==> config.mk <==
export PLATFORM = sky130hd
export DESIGN_NAME = strm_max_acc
export DESIGN_NICKNAME = d
export VERILOG_FILES = /design/src/hdl/strm_pkg.sv /design/src/hdl/strm_max_acc.sv
export SDC_FILE = /design/constraint.sdc
export NUM_CORES = 1
export LEC_CHECK = 0
export BUFFER_PORTS_ARGS = -buffer_cell sky130_fd_sc_hd__clkbuf_2
export CAP_MARGIN = 20
export CORE_MARGIN = 3
export CORE_UTILIZATION = 40
export DETAILED_ROUTE_END_ITERATION = 10
export PLACE_DENSITY = 0.83
export SLEW_MARGIN = 10
export SYNTH_ARGS = -nofsm -noshare
export SYNTH_HDL_FRONTEND = slang
export SYNTH_SLANG_ARGS = --single-unit
==> constraint.sdc <==
create_clock -name clk -period 2 [get_ports clk]
set_input_delay 0.1 -clock clk [delete_from_list [all_inputs] [get_ports clk]]
set_output_delay 0.1 -clock clk [all_outputs]
set_load 0.01 [all_outputs]
==> src/hdl/strm_pkg.sv <==
// Shared types and constants for the segment tree range-maximum block.
`timescale 1ns / 1ps

package strm_pkg;

  localparam int DATA_W = 32;

  localparam logic OP_UPDATE = 1'b0;
  localparam logic OP_QUERY  = 1'b1;

  typedef struct packed {
    logic clear;
    logic load;
    logic fold;
  } acc_ctl_t;

endpackage

==> src/hdl/strm_max_acc.sv <==
// Shared max compare unit with its running accumulator.
`timescale 1ns / 1ps

module strm_max_acc import strm_pkg::*; (
  input  logic              clk,
  input  acc_ctl_t          ctl,
  input  logic [DATA_W-1:0] load_val,
  input  logic [DATA_W-1:0] fold_val,
  output logic [DATA_W-1:0] acc,
  output logic [DATA_W-1:0] max_out
);

  logic [DATA_W-1:0] acc_q;

  assign max_out = (fold_val > acc_q) ? fold_val : acc_q;
  assign acc     = acc_q;

  always_ff @(posedge clk) begin
    if (ctl.clear) begin
      acc_q <= '0;
    end else if (ctl.load) begin
      acc_q <= load_val;
    end else if (ctl.fold) begin
      acc_q <= max_out;
    end
  end

endmodule
* After elaboration in Yosys (flattened, before gate mapping)
Index checks and enable logic that the tools add are counted.
Cells by class: order comparisons 1, shift-type cells 0, reductions and logical operators 1, multiply operators 0, div/mod/pow operators 0, equality and inequality tests 0, multiplexer cells 3, $add $sub $neg 0, bitwise operators 0
Operator list (count):
- $mux W32 | 3
- $gt A32 B32 Y1 | 1
- $reduce_bool A2 Y1 | 1
Word-level totals: input bits 68, word-level logic and storage cells 6, bits in registers 32, memories 0, latch bits 0, output and inout port bits 64, bits in read-only memories 0, bits in writable memories 0

* Logic depth before layout (Yosys ltp)
Gate-level depths: netlist of the first run.
depth in word-level cells 4, gate-level depth with buffers 9, gate-level depth less buffers 8

* Worst setup path after synthesis of the first run
No wires, ideal clock.
path type register to output, start register acc_q[11], in the netlist acc[11], end output max_out[13], path slack -285 ps, stages on the path, launching flop included 10, required time 1900 ps, arrival 2185 ps, path through dfxtp_1 -> inv_1 -> ha_1 -> a21oi_1 -> o21a_1 -> a2bb2oi_1 -> a31oi_1 -> o22ai_1 -> buf_2 -> mux2_1
On the way: longest elaborated chain between the ends 2
RTL lines:
- start: declaration | RTL line strm_max_acc.sv:13 | logic [DATA_W-1:0] acc_q;
- start signal: assignment | RTL line strm_max_acc.sv:22 | acc_q <= load_val;
- start signal: assignment | RTL line strm_max_acc.sv:24 | acc_q <= max_out;
- $gt A32 B32 Y1 | RTL line strm_max_acc.sv:15 | assign max_out = (fold_val > acc_q) ? fold_val : acc_q;
- $mux W32 | RTL line strm_max_acc.sv:15
- end: declaration | RTL line strm_max_acc.sv:10 | output logic [DATA_W-1:0] max_out
Every way passes these cells.

* Final worst setup path of the first run
start register acc_q[1], in the netlist acc[1], end output max_out[9]
Same word-level chain as after synthesis.

==> impl_metrics.tcl, run 1 <==
set metrics [dict create \
    worstPathMaxFanout 7 \
    path_clk_slew_ns 0.07 \
    reg2reg_depth 14 \
    holdWs_ns 0.124 \
    tns_ns -37.19 \
    grt-ovfl-total 0 \
    cap_violations 0 \
    met3_usage_pct 3.54 \
    wl_per_cell_um 16.9 \
    ys_ff_latch 32 \
    hp-class "in -> reg" \
    critPathSlowestCell "a2111o_1" \
    synth_cell_types 32 \
    synthAdderAreaFrac_pct 13.2 \
    synth-simple-area-share_pct 15.7 \
    via_count 3467 \
    worst-r2r-setup-slack_ns -0.57 \
    rsz0062_at_grt "true" \
    drtIter0Drc 149 \
    fp.dieW_um 93.0 \
    slowest_delay_ns 0.47 \
    busiest_layer "met2" \
    p_per_area_nw_per_um2 602 \
    max_slew_margin_pct 36.5 \
    start_util_pct 41.5 \
    syn_to_final_growth_pct 68.6 \
    synth_top_family_by_area "compound AO/OA/AOI/OAI gates" \
    yosysWarnings 0 \
    synthCells 340 \
    cp_num_buf_inv 4 \
    critPathLaunchType "flip-flop" \
    use_met2_pct 44.6 \
    crit_path_start "acc[1]" \
    die_y_um 93.0 \
    dieArea_um2 8650 \
    routabilityCongestion 0.844 \
    avgViaCountPerCell 5.48 \
    numCtsBuffers 5 \
    setup_viol 64 \
    period_share_pct 134 \
    diodes 0 \
    hpwl_um 7510 \
    synthMuxAreaShare_pct 11.9 \
    clock-sinks 32 \
    grt_start_max_net_pins 97 \
    ios 132 \
    cts_max_path_buffers 2 \
    final_cell_mix "clkbuf_2, buf_4, nor2_1" \
    reg2reg_from "acc[15]" \
    antenna_found_initial 0 \
    r2r_end "acc[27]" \
    cts_tree "yes" \
    finalWorstSetupSlack_ns -0.672 \
    detailed_place.area_um2 4370 \
    nets 633 \
    critPathCaptureType "output port" \
    max_freq_ghz 0.374 \
    violations "setup timing" \
    htree_levels 2 \
    crit_cells 11 \
    clock_latency_ns 0.28 \
    synth_nets 440 \
    grt_pass1_vias 3430 \
    grt_use_total_pct 22.7 \
    seq_area_frac_synth_pct 21.2 \
    path_cells "inv_2 > ha_4 > nor2b_4 > o211ai_1 > a2111o_1 > a31oi_4 > o22ai_4 > buf_6 > buf_6 > mux2_2 > buf_6" \
    skew_ns 0.00928 \
    synth_compound_area_share_pct 29.7 \
    status "finished, violations left" \
    worst-setup-path-type "reg -> out" \
    post_synth_xor_area_fraction_pct 0 \
    drc 0 \
    critPathCapture "max_out[9]" \
    ir_worst_vdd_uv 422 \
    core_area_um2 7290 \
    largest_reg_flops 32 \
    leakage_nw 2.22 \
    syn_avg_cell_area_um2 8.91 \
    worstPathArrival_ns 2.57 \
    portBuffers 131 \
    worst_pin_slew_ns 0.952 \
    cp.required_ns 1.90 \
    grt_pass1_wl_um 16000 \
    layout_commonest_cell "clkbuf_2" \
    crit_top_cell "buf_6" \
    final_hold_viol_count 0 \
    cts_hold_buf 0 \
    final_area_um2 5110 \
    drtAntennaViolNets 0 \
    synthesis.area_um2 3030 \
    slew_viol_final 0 \
    drive_gt1_share_pct 64.2 \
    critPathTopFamily "compound AO/OA/AOI/OAI gates" \
    cts_root_buf "clkbuf_8" \
    routed_wl_um 10700 \
    rows 31 \
    period_minus_slack_ns 2.67 \
    gr-usage-met1_pct 25.3 \
    drt-pass1-iter-count 4 \
]
area by class of cell:
type / count / area (um^2)
clock buffers: 8 / 90.1
repair buffers: 212 / 1420
multi-input cells: 250 / 2690
inverters: 32 / 120
fillers: 544 / 2190
well taps: 99 / 124
flip-flops and latches: 32 / 662
worst min-delay path by stage:
stage / startpoint / to / slack (ns) / cells after the start
after floorplan: ctl[2] / acc[19] / 0.17 / 1
after global placement: load_val[19] / acc[19] / 0.40 / 3
after detailed placement: load_val[20] / acc[20] / 0.41 / 3
after CTS: load_val[20] / acc[20] / 0.11 / 3
after global routing: load_val[24] / acc[24] / 0.15 / 3
final: load_val[20] / acc[20] / 0.12 / 3
Yosys cell counts, drive strengths merged:
cell / n / area (um^2)
a2111o: 1 / 11.3
a2111oi: 32 / 470
a211oi: 33 / 248
a21oi: 16 / 80.1
a2bb2oi: 1 / 8.76
a31o: 2 / 17.5
a31oi: 1 / 6.26
and2: 1 / 8.76
and4: 2 / 17.5
buf: 12 / 78.8
clkbuf: 14 / 52.6
dfxtp: 32 / 641
ha: 32 / 400
inv: 32 / 120
mux2: 32 / 360
nand2: 8 / 30.0
nand2b: 2 / 12.5
nand3: 2 / 10.0
nand4: 6 / 43.8
nand4bb: 1 / 11.3
nor2: 36 / 135
nor2b: 33 / 206
o211ai: 1 / 7.51
o21a: 1 / 7.51
o21ai: 5 / 25.0
o22ai: 1 / 6.26
o41a: 1 / 11.3
repair_timing:
item | in CTS | in global routing
gates resized for setup | 32 | 53
gates cloned | 1 | 1
setup endpoints to repair | 64 | 64
pin swaps | 11 | 8
buffers inserted | 9 | 3
endpoints found under the hold margin | 0 | 0
per-layer routing:
layer / wire length (um) / share of wire, %
met3: 557 / 5.2
met5: 0 / 0
met1: 4110 / 38
met4: 267 / 2.5
met2: 5790 / 54
cell families after synthesis:
family / count (synthesis)
buffers and inverters: 58
AO/OA/AOI/OAI: 95
multiplexers: 32
flip-flops: 32
adder cells (fa/ha/maj): 32
AND/OR/NAND/NOR: 91
power by group:
part	internal [mW]	switching [mW]
Sequential	0.715	0.0377
Combinational	0.909	0.875
Clock	0.281	0.259
worst register-to-register path: cells and delay by family (launching register included):
kind,cells,cell delay (ns)
DFF,1,0.33
buffers and inverters,7,0.88
AOI/OAI and AO/OA,3,0.62
adders and majority gates,1,0.28
and+or+nand+nor,3,0.36
per-stage QoR:
stage                     util [%]  worst slack, ns  total power, mW  cells
after global placement        59.9           -0.377             2.18    613
after CTS                     64.7           -0.698             2.92    631
after floorplan                  -           -0.147             1.62    340
final                         70.0           -0.672             3.08    633
after global routing          70.0           -0.786             3.25    633
after detailed placement      59.9           -0.439             2.24    613
No activity file was read; power rests on OpenSTA's default activity.
==> run 2, diff against run 1 <==
--- a/config.mk
+++ b/config.mk
@@ -17 +17,2 @@
 export SYNTH_SLANG_ARGS = --single-unit
+export TNS_END_PERCENT = 100
==> constraint.sdc (replaced) <==
create_clock -name clk -period 2 [get_ports clk]
set_input_delay 0.3 -clock clk [delete_from_list [all_inputs] [get_ports clk]]
set_output_delay 0.3 -clock clk [all_outputs]
set_load 0.05 [all_outputs]
==> run 2 against run 1 <==
Against the previous run:
- the run still ends with setup timing left
- cell count grew 1.4%
- cell area up 19%
- critical path depth is 2 lower
- sequential power about the same
- worst hold slack improved by 0.25 ns
- clock power is 16% higher
- sequential share of layout area fell by 0.47 points
- non-clock buffer count increased by 9
- setup slack worse by 0.28 ns
- largest cell class unchanged
- first-iteration DRC count down 34%
- register-to-register slack got worse by 0.08 ns
==> impl_metrics.tcl, run 2 (same netlist as run 1, synthesis figures left out) <==
set metrics [dict create \
    start_util_pct 41.5 \
    grt_pass1_vias 3760 \
    period_minus_slack_ns 2.95 \
    p_per_area_nw_per_um2 703 \
    critPathCaptureType "output port" \
    drtIter0Drc 99 \
    via_count 3516 \
    cts_hold_buf 0 \
    swShare_pct 45.0 \
    reg2reg_depth 11 \
    fin_cells 642 \
    hold_path_depth 3 \
    p_seq_share_pct 17.6 \
    nFillCells 419 \
    cp_num_buf_inv 3 \
    final_hold_viol_count 0 \
    dieArea_um2 8650 \
    grt_start_max_net_pins 97 \
    critPathSlowestCell "a2111o_1" \
    clock-sinks 32 \
    worst_pin_slew_ns 1.00 \
    fp.dieW_um 93.0 \
    avgViaCountPerCell 5.48 \
    path_clk_slew_ns 0.07 \
    numCtsBuffers 5 \
    layout_commonest_cell "clkbuf_2" \
    slowest_delay_ns 0.47 \
    crit_cells 9 \
    syn_to_final_growth_pct 100 \
    wl_per_cell_um 19.4 \
    grt-ovfl-total 0 \
    cts_tree "yes" \
    tns_ns -47.28 \
    cp.required_ns 1.70 \
    skew_ns 0.00895 \
    slew_viol_final 0 \
    period_share_pct 147 \
    pre_cts_ws_ns -0.765 \
    worstPathArrival_ns 2.65 \
    htree_levels 2 \
    worst-setup-path-type "reg -> out" \
    nets 642 \
    grt_pass1_wl_um 17600 \
    ios 132 \
    cts_max_path_buffers 2 \
    critPathLaunchType "flip-flop" \
    hp-class "in -> reg" \
    leakage_nw 2.53 \
    drc 0 \
    max_slew_margin_pct 33.4 \
    rows 31 \
    clock_latency_ns 0.28 \
    pwr-share-comb_pct 67.7 \
    cap_violations 0 \
    routabilityCongestion 0.771 \
    cts_root_buf "clkbuf_8" \
    worstPathMaxFanout 8 \
    grt_use_total_pct 25.4 \
    path_cells "inv_1 > ha_4 > nand4_4 > a2111o_1 > a31oi_4 > o22ai_4 > clkbuf_16 > mux2_4 > buf_8" \
    max_freq_ghz 0.339 \
    drt-pass1-iter-count 4 \
    critPathTopFamily "compound AO/OA/AOI/OAI gates" \
    rsz0062_at_grt "true" \
    status "finished, violations left" \
    intPower_mw 2.35 \
    ir_worst_vdd_uv 523 \
    die_y_um 93.0 \
    drtAntennaViolNets 0 \
    multi_input_area_um2 3170 \
    finalWorstSetupSlack_ns -0.948 \
    setup_viol 64 \
    drive_gt1_share_pct 71.5 \
    hpwl_um 7800 \
    power_switching_mw 1.92 \
    final_area_um2 6070 \
    holdWs_ns 0.371 \
    portBuffers 131 \
    largest_reg_flops 32 \
    antenna_found_initial 0 \
    detailed_place.area_um2 5050 \
    ff_latch_area_um2 758 \
    diodes 0 \
    clkPwrFrac_pct 14.7 \
    final_cell_mix "clkbuf_2, buf_4, nor2_1" \
    routed_wl_um 12500 \
    core_area_um2 7290 \
    placedCellCount 621 \
    violations "setup timing" \
]
run 2: per-stage QoR:
step                power [mW]  utilization [%]
global placement          2.98             69.2
CTS                       3.93             76.1
floorplan                 2.46                -
finish                    4.27             83.2
detailed placement        3.05             69.2
global route              4.44             83.2
run 2: routing by layer:
layer  wire length (um)  global-route usage, %  up-vias
li1                   -                      -     1657
met1               4600                   26.7     1679
met2               6860                   50.3      149
met3                651                   3.86       31
met4                349                   9.28        0
met5                  0                      0        -
run 2: worst paths after layout:
| check | slack, ns | endpoint | startpoint |
|---|---|---|---|
| worst max register to register | -0.65 | acc[10] | acc[31] |
| worst min-delay path | 0.37 | acc[26] | load_val[26] |
| worst min register to register | 0.76 | acc[26] | acc[26] |
| worst max-delay path | -0.95 | max_out[8] | acc[13] |
run 2: worst register-to-register path, delay by kind of cell, from the launching register on:
kind / cells / cell delay, ns
buffers and inverters: 4 / 0.68
adders and majority gates: 1 / 0.30
and+or+nand+nor: 4 / 0.70
DFF: 1 / 0.35
AOI/OAI and AO/OA: 2 / 0.52
run 2: power groups by stage:
stage / Combinational, mW / Sequential, mW / Clock, mW
6_report: 2.89 / 0.753 / 0.626
2_1_floorplan: 1.42 / 1.04 / 0
4_1_cts: 2.53 / 0.750 / 0.642
5_1_grt: 3.01 / 0.763 / 0.667
3_5_place_dp: 2.28 / 0.764 / 0
3_3_place_gp: 2.22 / 0.760 / 0
run 2: repair_timing:
action,in CTS,in global routing
endpoints found under the setup margin,64,64
gates resized for setup,65,99
buffers inserted,3,6
gates cloned,2,2
pin swaps,1,11
endpoints found under the hold margin,0,0
run 2: cell type report:
type	count	share of cell area, %
Multi-Input combinational cell	250	52.3
Timing Repair Buffer	221	29.4
Sequential cell	32	12.5
Tap cell	99	2.04
Inverter	32	2.02
Clock buffer	6	1.20
Clock inverter	2	0.577
